`src/hdl/brf_pkg.sv`:
```
// Shared types, constants and slot-mapping functions for the banked register file.
package brf_pkg;

  localparam int unsigned DataW     = 32;
  localparam int unsigned IdxW      = 5;
  localparam int unsigned VecW      = 5;
  localparam int unsigned ModeW     = 5;
  localparam int unsigned NumUser   = 16;
  localparam int unsigned NumFiq    = 7;
  localparam int unsigned NumPair   = 8;
  localparam int unsigned NumPhys   = NumUser + NumFiq + NumPair;
  localparam int unsigned SlotW     = $clog2(NumPhys);
  localparam int unsigned NumSaved  = 5;
  localparam int unsigned SavedIdxW = $clog2(NumSaved);

  localparam logic [SlotW-1:0] FiqBase  = SlotW'(NumUser);
  localparam logic [SlotW-1:0] PairBase = SlotW'(NumUser + NumFiq);
  localparam logic [SlotW-1:0] PcSlot   = SlotW'(15);

  localparam logic [IdxW-1:0] RegFirstBanked = IdxW'(8);
  localparam logic [IdxW-1:0] RegFirstPair   = IdxW'(13);
  localparam logic [IdxW-1:0] RegLink        = IdxW'(14);

  localparam logic [DataW-1:0] StatusReset = 32'h0000_00D3;
  localparam logic [DataW-1:0] PcReset     = 32'h0000_0004;
  localparam logic [DataW-1:0] IrqMask     = 32'h0000_0080;
  localparam logic [DataW-1:0] ModeClear   = 32'h0000_003F;
  localparam logic [DataW-1:0] ThumbBit    = 32'h0000_0020;
  localparam logic [DataW-1:0] PcOffset    = 32'h0000_0004;
  localparam logic [ModeW-1:0] ModeMask    = 5'h1F;

  localparam logic [ModeW-1:0] ModeUsr = 5'h10;
  localparam logic [ModeW-1:0] ModeFiq = 5'h11;
  localparam logic [ModeW-1:0] ModeIrq = 5'h12;
  localparam logic [ModeW-1:0] ModeSvc = 5'h13;
  localparam logic [ModeW-1:0] ModeAbt = 5'h17;
  localparam logic [ModeW-1:0] ModeUnd = 5'h1B;
  localparam logic [ModeW-1:0] ModeSys = 5'h1F;

  typedef enum logic [1:0] {
    KindRead   = 2'd0,
    KindWrite  = 2'd1,
    KindStatus = 2'd2,
    KindExc    = 2'd3
  } kind_e;

  typedef enum logic [2:0] {
    BankUsr = 3'd0,
    BankFiq = 3'd1,
    BankIrq = 3'd2,
    BankSvc = 3'd3,
    BankAbt = 3'd4,
    BankUnd = 3'd5
  } bank_e;

  typedef enum logic [1:0] {
    StIdle,
    StExec,
    StLink,
    StResp
  } state_e;

  typedef struct packed {
    logic take;
    logic exec;
    logic link;
    logic load_out;
  } cmd_t;

  typedef struct packed {
    logic is_exc;
  } sts_t;

  function automatic logic [ModeW-1:0] vector_mode(input logic [2:0] sel);
    logic [ModeW-1:0] mode;
    unique case (sel)
      3'd0:    mode = ModeSvc;
      3'd1:    mode = ModeUnd;
      3'd2:    mode = ModeSvc;
      3'd3:    mode = ModeAbt;
      3'd4:    mode = ModeAbt;
      3'd5:    mode = ModeSvc;
      3'd6:    mode = ModeIrq;
      default: mode = ModeFiq;
    endcase
    return mode;
  endfunction

  function automatic bank_e mode_bank(input logic [ModeW-1:0] mode, input bank_e cur);
    bank_e bank;
    unique case (mode)
      ModeUsr, ModeSys: bank = BankUsr;
      ModeFiq:          bank = BankFiq;
      ModeIrq:          bank = BankIrq;
      ModeSvc:          bank = BankSvc;
      ModeAbt:          bank = BankAbt;
      ModeUnd:          bank = BankUnd;
      default:          bank = cur;
    endcase
    return bank;
  endfunction

  function automatic logic has_saved(input bank_e bank);
    logic [2:0] b;
    b = bank;
    return (b >= 3'(BankFiq)) && (b <= 3'(BankUnd));
  endfunction

  function automatic logic [SavedIdxW-1:0] saved_idx(input bank_e bank);
    logic [2:0] b;
    b = bank;
    return SavedIdxW'(b - 3'(BankFiq));
  endfunction

  function automatic logic [SlotW-1:0] reg_slot(input logic [IdxW-1:0] idx, input bank_e bank);
    logic [2:0]       b;
    logic [2:0]       off;
    logic [2:0]       pair;
    logic [SlotW-1:0] slot;
    b    = bank;
    off  = b - 3'(BankIrq);
    pair = {off[1:0], ~idx[0]};
    slot = {1'b0, idx[3:0]};
    if (idx >= RegFirstBanked && idx <= RegLink) begin
      if (bank == BankFiq) begin
        slot = FiqBase + (idx - RegFirstBanked);
      end else if (idx >= RegFirstPair && b >= 3'(BankIrq) && b <= 3'(BankUnd)) begin
        slot = PairBase + SlotW'(pair);
      end
    end
    return slot;
  endfunction

endpackage

```
`src/hdl/brf_if.sv`:
```
// Request and response channel interfaces of the banked register file.
interface brf_req_if;
  logic                           valid;
  logic                           ready;
  logic [1:0]                     kind;
  logic [brf_pkg::IdxW-1:0]       reg_index;
  logic [brf_pkg::DataW-1:0]      data_value;
  logic                           save_old;
  logic [brf_pkg::VecW-1:0]       vector;

  modport source (output valid, kind, reg_index, data_value, save_old, vector, input ready);
  modport sink   (input valid, kind, reg_index, data_value, save_old, vector, output ready);
endinterface

interface brf_rsp_if;
  logic                      valid;
  logic                      ready;
  logic [brf_pkg::DataW-1:0] read_value;
  logic [brf_pkg::DataW-1:0] status_out;
  logic [brf_pkg::DataW-1:0] saved_status_out;
  logic                      saved_present;

  modport source (output valid, read_value, status_out, saved_status_out, saved_present,
                  input ready);
  modport sink   (input valid, read_value, status_out, saved_status_out, saved_present,
                  output ready);
endinterface

```
`src/hdl/banked_register_file_mode_switch.sv`:
```
// Top level of the banked register file with status word and exception entry.
//
//   channel  dir  payload                                              accepted on
//   req_i    in   kind, reg_index, data_value, save_old, vector        valid & ready
//   rsp_o    out  read_value, status_out, saved_status_out,            valid & ready
//                 saved_present
//
// One request at a time: read, write and status requests step through accept,
// execute and load result; exception entry adds a link step after execute that
// writes the link register and the PC together in the register array.
// A request is taken again once its result sits in the output register.
// Reset clears all registers to zero, PC to 4, status to 0xD3, supervisor bank.
// A stalled response holds the sequencer in its result step.
module banked_register_file_mode_switch (
  input  logic      clk_i,
  input  logic      rst_ni,
  brf_req_if.sink   req_i,
  brf_rsp_if.source rsp_o
);

  brf_pkg::cmd_t cmd;
  brf_pkg::sts_t sts;

  brf_ctrl u_ctrl (
    .clk_i       (clk_i),
    .rst_ni      (rst_ni),
    .in_valid_i  (req_i.valid),
    .in_ready_o  (req_i.ready),
    .out_valid_o (rsp_o.valid),
    .out_ready_i (rsp_o.ready),
    .sts_i       (sts),
    .cmd_o       (cmd)
  );

  brf_dp u_dp (
    .clk_i              (clk_i),
    .rst_ni             (rst_ni),
    .cmd_i              (cmd),
    .sts_o              (sts),
    .kind_i             (req_i.kind),
    .reg_index_i        (req_i.reg_index),
    .data_value_i       (req_i.data_value),
    .save_old_i         (req_i.save_old),
    .vector_i           (req_i.vector),
    .read_value_o       (rsp_o.read_value),
    .status_out_o       (rsp_o.status_out),
    .saved_status_out_o (rsp_o.saved_status_out),
    .saved_present_o    (rsp_o.saved_present)
  );

endmodule

```
`src/hdl/brf_ctrl.sv`:
```
// Sequencing state machine of the banked register file.
module brf_ctrl (
  input  logic          clk_i,
  input  logic          rst_ni,
  input  logic          in_valid_i,
  output logic          in_ready_o,
  output logic          out_valid_o,
  input  logic          out_ready_i,
  input  brf_pkg::sts_t sts_i,
  output brf_pkg::cmd_t cmd_o
);

  brf_pkg::state_e state_q, state_d;
  logic            out_valid_q, out_valid_d;

  always_ff @(posedge clk_i or negedge rst_ni) begin
    if (!rst_ni) begin
      state_q     <= brf_pkg::StIdle;
      out_valid_q <= 1'b0;
    end else begin
      state_q     <= state_d;
      out_valid_q <= out_valid_d;
    end
  end

  always_comb begin
    state_d    = state_q;
    cmd_o      = '0;
    in_ready_o = 1'b0;
    unique case (state_q)
      brf_pkg::StIdle: begin
        in_ready_o = 1'b1;
        if (in_valid_i) begin
          cmd_o.take = 1'b1;
          state_d    = brf_pkg::StExec;
        end
      end
      brf_pkg::StExec: begin
        cmd_o.exec = 1'b1;
        state_d    = sts_i.is_exc ? brf_pkg::StLink : brf_pkg::StResp;
      end
      brf_pkg::StLink: begin
        cmd_o.link = 1'b1;
        state_d    = brf_pkg::StResp;
      end
      brf_pkg::StResp: begin
        if (!out_valid_q || out_ready_i) begin
          cmd_o.load_out = 1'b1;
          state_d        = brf_pkg::StIdle;
        end
      end
      default: state_d = brf_pkg::StIdle;
    endcase
  end

  always_comb begin
    out_valid_d = out_valid_q;
    if (cmd_o.load_out) begin
      out_valid_d = 1'b1;
    end else if (out_ready_i) begin
      out_valid_d = 1'b0;
    end
  end

  assign out_valid_o = out_valid_q;

endmodule

```
`src/hdl/brf_dp.sv`:
```
// Register banks, status words and result register of the banked register file.
module brf_dp (
  input  logic                       clk_i,
  input  logic                       rst_ni,
  input  brf_pkg::cmd_t              cmd_i,
  output brf_pkg::sts_t              sts_o,
  input  logic [1:0]                 kind_i,
  input  logic [brf_pkg::IdxW-1:0]   reg_index_i,
  input  logic [brf_pkg::DataW-1:0]  data_value_i,
  input  logic                       save_old_i,
  input  logic [brf_pkg::VecW-1:0]   vector_i,
  output logic [brf_pkg::DataW-1:0]  read_value_o,
  output logic [brf_pkg::DataW-1:0]  status_out_o,
  output logic [brf_pkg::DataW-1:0]  saved_status_out_o,
  output logic                       saved_present_o
);

  brf_pkg::kind_e                kind_q;
  logic [brf_pkg::IdxW-1:0]      idx_q;
  logic [brf_pkg::DataW-1:0]     data_q;
  logic                          save_q;
  logic [brf_pkg::VecW-1:0]      vec_q;

  logic [brf_pkg::DataW-1:0]     regs_q [brf_pkg::NumPhys];
  logic [brf_pkg::DataW-1:0]     spsr_q [brf_pkg::NumSaved];
  logic [brf_pkg::DataW-1:0]     cpsr_q;
  brf_pkg::bank_e                bank_q;

  logic [brf_pkg::DataW-1:0]     read_q, status_q, saved_q;
  logic                          present_q;

  logic [brf_pkg::DataW-1:0]     load_val;
  logic                          load_save;
  logic                          load_en;
  brf_pkg::bank_e                new_bank;
  logic [brf_pkg::SlotW-1:0]     acc_slot;
  logic [brf_pkg::SlotW-1:0]     link_slot;
  logic                          thumb;
  logic [brf_pkg::DataW-1:0]     link_val;
  logic [brf_pkg::DataW-1:0]     pc_val;
  logic [brf_pkg::DataW-1:0]     cur_saved;

  always_comb begin
    if (kind_q == brf_pkg::KindExc) begin
      load_val = (cpsr_q & ~brf_pkg::ModeClear) | brf_pkg::IrqMask
               | brf_pkg::DataW'(brf_pkg::vector_mode(vec_q[4:2]));
    end else begin
      load_val = data_q;
    end
    load_save = (kind_q == brf_pkg::KindExc) || save_q;
    load_en   = cmd_i.exec && ((kind_q == brf_pkg::KindStatus) || (kind_q == brf_pkg::KindExc));
    if ((load_val[brf_pkg::ModeW-1:0] & brf_pkg::ModeMask)
        != (cpsr_q[brf_pkg::ModeW-1:0] & brf_pkg::ModeMask)) begin
      new_bank = brf_pkg::mode_bank(load_val[brf_pkg::ModeW-1:0], bank_q);
    end else begin
      new_bank = bank_q;
    end
  end

  assign acc_slot  = brf_pkg::reg_slot(idx_q, bank_q);
  assign link_slot = brf_pkg::reg_slot(brf_pkg::RegLink, bank_q);
  assign cur_saved = brf_pkg::has_saved(bank_q) ? spsr_q[brf_pkg::saved_idx(bank_q)] : '0;
  assign thumb     = (cur_saved & brf_pkg::ThumbBit) != '0;
  assign link_val  = regs_q[brf_pkg::PcSlot] + brf_pkg::DataW'({thumb, 1'b0});
  assign pc_val    = brf_pkg::DataW'({vec_q[4:2], 2'b00}) + brf_pkg::PcOffset;

  always_ff @(posedge clk_i) begin
    if (cmd_i.take) begin
      kind_q <= brf_pkg::kind_e'(kind_i);
      idx_q  <= reg_index_i;
      data_q <= data_value_i;
      save_q <= save_old_i;
      vec_q  <= vector_i;
    end
    if (cmd_i.load_out) begin
      read_q    <= regs_q[acc_slot];
      status_q  <= cpsr_q;
      saved_q   <= cur_saved;
      present_q <= brf_pkg::has_saved(bank_q);
    end
  end

  always_ff @(posedge clk_i or negedge rst_ni) begin
    if (!rst_ni) begin
      for (int i = 0; i < brf_pkg::NumPhys; i++) begin
        regs_q[i] <= (i == int'(brf_pkg::PcSlot)) ? brf_pkg::PcReset : '0;
      end
      for (int i = 0; i < brf_pkg::NumSaved; i++) begin
        spsr_q[i] <= '0;
      end
      cpsr_q <= brf_pkg::StatusReset;
      bank_q <= brf_pkg::BankSvc;
    end else begin
      if (cmd_i.exec && kind_q == brf_pkg::KindWrite) begin
        regs_q[acc_slot] <= data_q;
      end
      if (cmd_i.link) begin
        regs_q[link_slot]       <= link_val;
        regs_q[brf_pkg::PcSlot] <= pc_val;
      end
      if (load_en) begin
        bank_q <= new_bank;
        cpsr_q <= load_val;
        if (load_save && brf_pkg::has_saved(new_bank)) begin
          spsr_q[brf_pkg::saved_idx(new_bank)] <= cpsr_q;
        end
      end
    end
  end

  assign sts_o.is_exc       = (kind_q == brf_pkg::KindExc);
  assign read_value_o       = read_q;
  assign status_out_o       = status_q;
  assign saved_status_out_o = saved_q;
  assign saved_present_o    = present_q;

endmodule

```
`src/flat_wrapper.sv`:
```
// flat-port wrapper written by rule: the top's interface ports become plain ports
module banked_register_file_mode_switch_flat 
  (clk_i, rst_ni, req_i_valid, req_i_kind, req_i_reg_index, req_i_data_value, req_i_save_old, req_i_vector, req_i_ready, rsp_o_valid, rsp_o_read_value, rsp_o_status_out, rsp_o_saved_status_out, rsp_o_saved_present, rsp_o_ready);
  brf_req_if req_i_i ();
  brf_rsp_if rsp_o_i ();
  input  logic clk_i;
  input  logic rst_ni;
  input wire logic [$bits(req_i_i.valid)-1:0] req_i_valid;
  input wire logic [$bits(req_i_i.kind)-1:0] req_i_kind;
  input wire logic [$bits(req_i_i.reg_index)-1:0] req_i_reg_index;
  input wire logic [$bits(req_i_i.data_value)-1:0] req_i_data_value;
  input wire logic [$bits(req_i_i.save_old)-1:0] req_i_save_old;
  input wire logic [$bits(req_i_i.vector)-1:0] req_i_vector;
  output wire logic [$bits(req_i_i.ready)-1:0] req_i_ready;
  output wire logic [$bits(rsp_o_i.valid)-1:0] rsp_o_valid;
  output wire logic [$bits(rsp_o_i.read_value)-1:0] rsp_o_read_value;
  output wire logic [$bits(rsp_o_i.status_out)-1:0] rsp_o_status_out;
  output wire logic [$bits(rsp_o_i.saved_status_out)-1:0] rsp_o_saved_status_out;
  output wire logic [$bits(rsp_o_i.saved_present)-1:0] rsp_o_saved_present;
  input wire logic [$bits(rsp_o_i.ready)-1:0] rsp_o_ready;
  assign req_i_i.valid = req_i_valid;
  assign req_i_i.kind = req_i_kind;
  assign req_i_i.reg_index = req_i_reg_index;
  assign req_i_i.data_value = req_i_data_value;
  assign req_i_i.save_old = req_i_save_old;
  assign req_i_i.vector = req_i_vector;
  assign req_i_ready = req_i_i.ready;
  assign rsp_o_valid = rsp_o_i.valid;
  assign rsp_o_read_value = rsp_o_i.read_value;
  assign rsp_o_status_out = rsp_o_i.status_out;
  assign rsp_o_saved_status_out = rsp_o_i.saved_status_out;
  assign rsp_o_saved_present = rsp_o_i.saved_present;
  assign rsp_o_i.ready = rsp_o_ready;
  banked_register_file_mode_switch u_core (.clk_i(clk_i), .rst_ni(rst_ni), .req_i(req_i_i), .rsp_o(rsp_o_i));
endmodule
```
`config.mk`:
```
export PLATFORM = sky130hd
export DESIGN_NAME = banked_register_file_mode_switch_flat
export DESIGN_NICKNAME = d
export VERILOG_FILES = /design/src/hdl/brf_pkg.sv /design/src/hdl/brf_if.sv /design/src/hdl/banked_register_file_mode_switch.sv /design/src/hdl/brf_ctrl.sv /design/src/hdl/brf_dp.sv /design/src/flat_wrapper.sv
export SDC_FILE = /design/constraint.sdc
export NUM_CORES = 2
export LEC_CHECK = 0
export BUFFER_PORTS_ARGS = -buffer_cell sky130_fd_sc_hd__buf_2
export CAP_MARGIN = 15
export CORE_UTILIZATION = 41
export CTS_BUF_LIST = sky130_fd_sc_hd__clkbuf_16
export DETAILED_ROUTE_END_ITERATION = 12
export HOLD_SLACK_MARGIN = 0.06
export PLACE_DENSITY = 0.68
export SLEW_MARGIN = 20
export SYNTH_ARGS = -nofsm -noshare
export SYNTH_HDL_FRONTEND = slang
export SYNTH_SLANG_ARGS = --single-unit
```
`constraint.sdc`:
```
create_clock -name clk_i -period 4.35 [get_ports clk_i]
set_clock_uncertainty 0.2 [all_clocks]
set_input_delay 0.2175 -clock clk_i [delete_from_list [all_inputs] [get_ports clk_i]]
set_output_delay 0.2175 -clock clk_i [all_outputs]
set_load 0.005 [all_outputs]
```
# After elaboration in Yosys (flattened, before gate mapping)
# Index checks and enable logic that the tools add are counted.
[op_classes]
n_addsub = 9
mul = 0
div = 0
order_cmp = 15
eq_ne = 23
n_shift = 0
muxes = 41
bitwise_logic = 6
n_reduce_logical = 24
[op_table]
columns = ["operator", "n"]
rows = [
  ["bitwise mux 992 bit", 2],
  ["two-way mux 992 bit", 2],
  ["demux 32 bit (select 5 bit)", 2],
  ["two-way mux 32 bit", 8],
  ["binary-select mux 32 bit (select 5 bit)", 1],
  ["bitwise mux 160 bit", 1],
  ["binary-select mux 32 bit (select 3 bit)", 1],
  ["demux 32 bit (select 3 bit)", 1],
  ["== test 5 bit, second input constant", 7],
  ["adder 32 x 2 -> 32 bit", 1],
  ["OR 32 x 5 -> 32 bit", 1],
  ["two-way mux 5 bit", 6],
  ["one-hot mux 3 bit (6 select lines)", 1],
  ["one-hot mux 4 bit (4 select lines)", 1],
  [">= comparator 6 bit, second input constant", 2],
  ["logical AND 1 bit", 12],
  ["< comparator 6 x 1 -> 1 bit, second input constant", 2],
  ["inverter 5 -> 6 bit", 2],
  ["adder 5 x 3 -> 5 bit, first input constant", 2],
  [">= comparator 5 x 4 -> 1 bit, second input constant", 2],
  ["two-way mux 1 bit", 10],
  ["== test 3 bit, second input constant", 3],
  ["== test 2 bit, second input constant", 4],
  [">= comparator 4 bit, second input constant", 2],
  ["other kinds (29)", 42],
]
[word_totals]
ff_bits = 1332
latchBits = 0
mem_bits_rw = 0
romBits = 0
in_bits = 49
output_inout_bits = 99
elab_cells = 168
n_memories = 0

# Longest topological paths before layout
[logic_depth]
word_depth = 17
ltp_mapped = 18

# By module
# From an unflattened synthesis, not the netlist that was laid out.
[unflattened]
cells_unflattened = 4437
area_unflattened_um2 = 61231.2
[by_module_without_submodules]
columns = ["mod", "n_inst", "cells_per_inst", "area_per_inst_um2"]
rows = [
  ["brf_dp", 1, 4415, 60992.2],
  ["brf_ctrl", 1, 22, 239.0],
]

# Worst setup path after synthesis
# No wires, ideal clock.
[synth_path]
kind = "register to register"
start = "register u_core.u_dp.vec_q[2] (netlist name)"
end = "register u_core.u_dp.spsr_q[66] (netlist name)"
setup_time_ps = 125
arrival_ps = 4211
required_ps = 4025
path_slack_ps = -186
path_stages_with_launch = 17
synth_period_minus_slack_ps = 4536
cell_sequence = "edfxtp_1 -> ha_1 -> or4b_1 -> a21o_1 -> and3_4 -> a31oi_1 -> mux2i_1 -> inv_1 -> ha_1 -> nor2_1 -> nand4_1 -> o31ai_1 -> a211oi_1 -> mux2_2 -> nand3_2 -> buf_4 -> mux2_2"
[synth_via]
elab_chain_len = 17
elab_cells_between_ends = 37
classes_between = "add/sub (1); order compare (4); eq/ne (14); mux (8); bitwise (2); reduce/logical (8)"
[synth_lines]
columns = ["element", "line", "text"]
rows = [
  ["start: declaration", "brf_dp.sv:22", "logic [brf_pkg::VecW-1:0] vec_q;"],
  ["start signal: assignment", "brf_dp.sv:73", "vec_q <= vector_i;"],
  ["== test 3 bit, or another cell as far along", "brf_pkg.sv:76", "unique case (sel)"],
  ["OR reduction 3 bit (no line) / OR reduction 2 bit (equally long branches)", "n/a", ""],
  ["one-hot mux 4 bit (4 select lines) *", "brf_pkg.sv:76", ""],
  ["two-way mux 5 bit *", "brf_dp.sv:44", "if (kind_q == brf_pkg::KindExc) begin"],
  ["OR 32 x 5 -> 32 bit *", "brf_dp.sv:46", "| brf_pkg::DataW'(brf_pkg::vector_mode(vec_q[4:2]));"],
  ["two-way mux 32 bit *", "brf_dp.sv:44", ""],
  ["== test 5 bit", "brf_pkg.sv:91", "unique case (mode)"],
  ["OR reduction 2 bit", "brf_pkg.sv:91", ""],
  ["[2 not listed]", "n/a", ""],
  ["via u_core.u_dp.new_bank[0]", "brf_dp.sv:35", "brf_pkg::bank_e new_bank;"],
  ["subtractor 3 x 1 -> 3 bit", "brf_pkg.sv:112", "return SavedIdxW'(b - 3'(BankFiq));"],
  ["inverter 3 -> 4 bit (not written as such)", "brf_dp.sv:105", "spsr_q[brf_pkg::saved_idx(new_bank)] <= cpsr_q;"],
  [">= comparator 4 bit (not written as such) / < comparator 4 x 1 -> 1 bit (equally long branches)", "brf_dp.sv:105", ""],
  ["logical AND 1 bit (not written as such)", "brf_dp.sv:105", ""],
  ["two-way mux 32 bit (not written as such)", "brf_dp.sv:105", ""],
  ["demux 32 bit (select 3 bit)", "brf_dp.sv:105", ""],
  ["bitwise mux 160 bit", "brf_dp.sv:105", ""],
  ["end signal: indexed assignment", "brf_dp.sv:105", ""],
  ["end: declaration", "brf_dp.sv:25", "logic [brf_pkg::DataW-1:0] spsr_q [brf_pkg::NumSaved];"],
]
# The timed path passes the listed nets; every way through them passes the cells marked *. The select of a mux whose other input is x is not followed.
# A chain may end at the register's enable or synchronous reset.

# Worst setup path in the final report
[layout_path]
start = "register u_core.u_dp.vec_q[2] (netlist name)"
end = "register u_core.u_dp.spsr_q[103] (netlist name)"
# The elaborated chain is that of the path after synthesis.

==> results.ini <==
[flow_run]
cap_viol_max_count=0

[yosys]
synth_ff_type=dfrtp_1
async_reset_ff_share_pct=89.5
yosysTopAreaCell=dfrtp_1
synthDistinctLibCells=87
synthesis.area_sq_mm=0.0617
yosysWarnings=0
syn_avg_cell_area_sq_um=13.5
synth_top_area_share_pct=48.0
synth_area_leaders=dfrtp_1 48%, mux2_2 16%, mux4_2 7.2%
synth_cells=4558
synth-seq-cells=1330
synth_edf_count=140
syn_nets=4626
synth_seq_area_share_pct=55.1

[global_route]
grt_overflow=0
grt_max_degree=138
grt_pass1_vias=40800
grt.total_usage_pct=24.1
grt_pass1_wl_um=272000
antenna_found_initial=9

[final_layout]
mostFrequentLayoutCells=1182 x dfrtp_1, 773 x mux2_2, 297 x nand2_1
post-route-util_pct=49.1
postLayoutCellArea_sq_mm=0.0730
fin_nets=4924
fin_cells=6980
layout_commonest_cell=dfrtp_1
drive_above_1_share_pct=37.6
areaGrowthSynthToFinish_pct=18.3

[status]
violations=negative setup slack
status=finished, violations left

[placed_design]
gp_congestion=0.875
port_buffers=145
dpl.cell_count=6586
dpl.hpwl_um=112000
placed_area_sq_mm=0.0663
place_ws_ns=-0.0737

[critical_path]
crit_type=reg -> reg
worst-path-buf-inv=3
cp_cell_sequence=buf_6 > ha_4 > or4b_4 > a21o_1 > and3_4 > a31oi_4 > mux2i_4 > inv_2 > ha_4 > nor2_4 > nand4_1 > o31ai_2 > a211oi_2 > mux2_4 > nand3_4 > clkbuf_16 > mux2_2
path_delay_family=simple AND/OR/NAND/NOR gates
crit_top_cell=ha_4
critPathSlowestCell=edfxtp_1
max_stage_delay_ns=0.50
cp-start-kind=flop
crit_arrival_ns=4.80
crit_fanout=12
timing.rr.start=u_core.u_dp.vec_q[2]
startpoint=u_core.u_dp.vec_q[2]
cp.required_ns=4.80
cp_num_cells=17
cp-end-kind=flop
ff2ff_path_depth=17

[timing]
fmax_mhz=229
fin_hold_ws_ns=0.148
finalMaxSlewViolations=0
setup_ws_ns=-0.00806
max_slew_margin_pct=28.3
rsz0062_at_grt=true
tightest_slew_ns=1.08
setup_viol=4
min_period_ns=4.36
hold_viol_final=0
min_period_over_period_pct=100

[power]
pwr_density_cell_mw_per_mm2=610
irDropWorstVdd_uv=383
power_leakage_uw=0.0341

[detailed_routing]
ant_nets=0
drt_wl_total_um=186000
drt_iter0_markers=4228
drc_errors=0
num_vias=41100
vias_per_cell=5.88
wl_per_cell_um=26.7
dr.pass1.iters=6

[clocking]
clock_path_buffers=3
cts_tree=done
cts_htree_levels=4
numCtsBuffers=143
cts.clk_slew.worst_paths_ns=0.06
cts-root-buf=clkbuf_16
clock-sinks=1330
clk_latency_ns=0.78

[die]
initial_core_util_pct=41.5
core-area_sq_mm=0.149
die_w_um=390
die_area_sq_mm=0.152
num_rows=141
die_y_um=390
io_pins=148

[worst_hold_path]
hold_class=in -> async

==> power breakdown <==
group,switching (uW),internal (uW)
Combinational,6940,6470
Clock,5200,6740
Sequential,2460,16700
==> repair_timing <==
item	in CTS	in global routing
resized for setup	4	148
pin swaps	1	10
hold endpoints to repair	577	0
setup buffers	2	14
gates cloned	0	12
endpoints found under the setup margin	156	347
hold buffers	91	0
==> logic make-up (layout without fill, tap and decap cells) <==
family / Yosys count / after routing / share of synthesized area (%)
AOI/OAI and AO/OA: 586 / 587 / 5.99
other: 0 / 3 / 0
xor gates and xnor gates: 38 / 38 / 0.540
muxes: 1439 / 1439 / 29.4
adders and majority gates: 19 / 19 / 0.385
and+or+nand+nor: 720 / 720 / 5.25
buffers and inverters: 426 / 842 / 3.28
DFF: 1330 / 1330 / 55.1
==> routing by layer <==
| metal | track usage, % | share of wire (%) |
|---|---|---|
| met2 | 38.0 | 48 |
| met3 | 4.01 | 7.5 |
| met5 | 0 | 0 |
| met1 | 33.5 | 42 |
| met4 | 8.61 | 3.2 |
==> sequential cells by signal (all words and copies together), names as in the netlist, 3 cells and up <==
name and count:
u_core.u_dp.bank_q 3, u_core.u_dp.cpsr_q 32, u_core.u_dp.data_q 32, u_core.u_dp.idx_q 5, u_core.u_dp.read_value_o 32, u_core.u_dp.regs_q 992, u_core.u_dp.saved_status_out_o 32, u_core.u_dp.spsr_q 160
u_core.u_dp.status_out_o 32, u_core.u_dp.vec_q 3
==> worst paths after layout <==
path                            slack, ns                        to
min in group clk_i                   0.25  u_core.u_ctrl.state_q[1]
worst max-delay path               -0.008   u_core.u_dp.spsr_q[103]
worst min register to register       0.28   u_core.u_dp.regs_q[612]
max in group asynchronous            3.07    u_core.u_dp.cpsr_q[18]
worst max register to register     -0.008   u_core.u_dp.spsr_q[103]
worst min-delay path                 0.15     u_core.u_dp.cpsr_q[7]
==> cells in the mapped netlist (all sizes together) (19+ instances only) <==
| library cell | number |
|---|---|
| dfrtp | 1182 |
| nand3 | 68 |
| buf | 174 |
| nand2 | 315 |
| ha | 19 |
| nand4 | 39 |
| nor2 | 210 |
| mux2i | 298 |
| edfxtp | 140 |
| inv | 25 |
| clkbuf | 226 |
| a21oi | 245 |
| a211oi | 20 |
| mux4 | 196 |
| mux2 | 945 |
| o21ai | 94 |
| xnor2 | 27 |
| a221oi | 27 |
| a22oi | 95 |
| and2 | 27 |
==> through the flow <==
step / TNS, ns / power, uW
floorplan: 0 / 26900
finish: -0.0163 / 44500
detailed placement: -2.16 / 32000
global placement: -2.90 / 31500
CTS: 0 / 44100
global route: -11.32 / 46500
==> layout make-up <==
class	instances	area, sq um
fillers	12800	75600
flip-flops and latches	1330	34000
multi-input cells	2803	26500
repair buffers	552	5310
clock buffers	148	3700
well taps	2002	2500
clock inverters	116	862
inverters	26	97.6
diodes	3	7.51
Note: power is estimated with default switching activity, not from simulation.
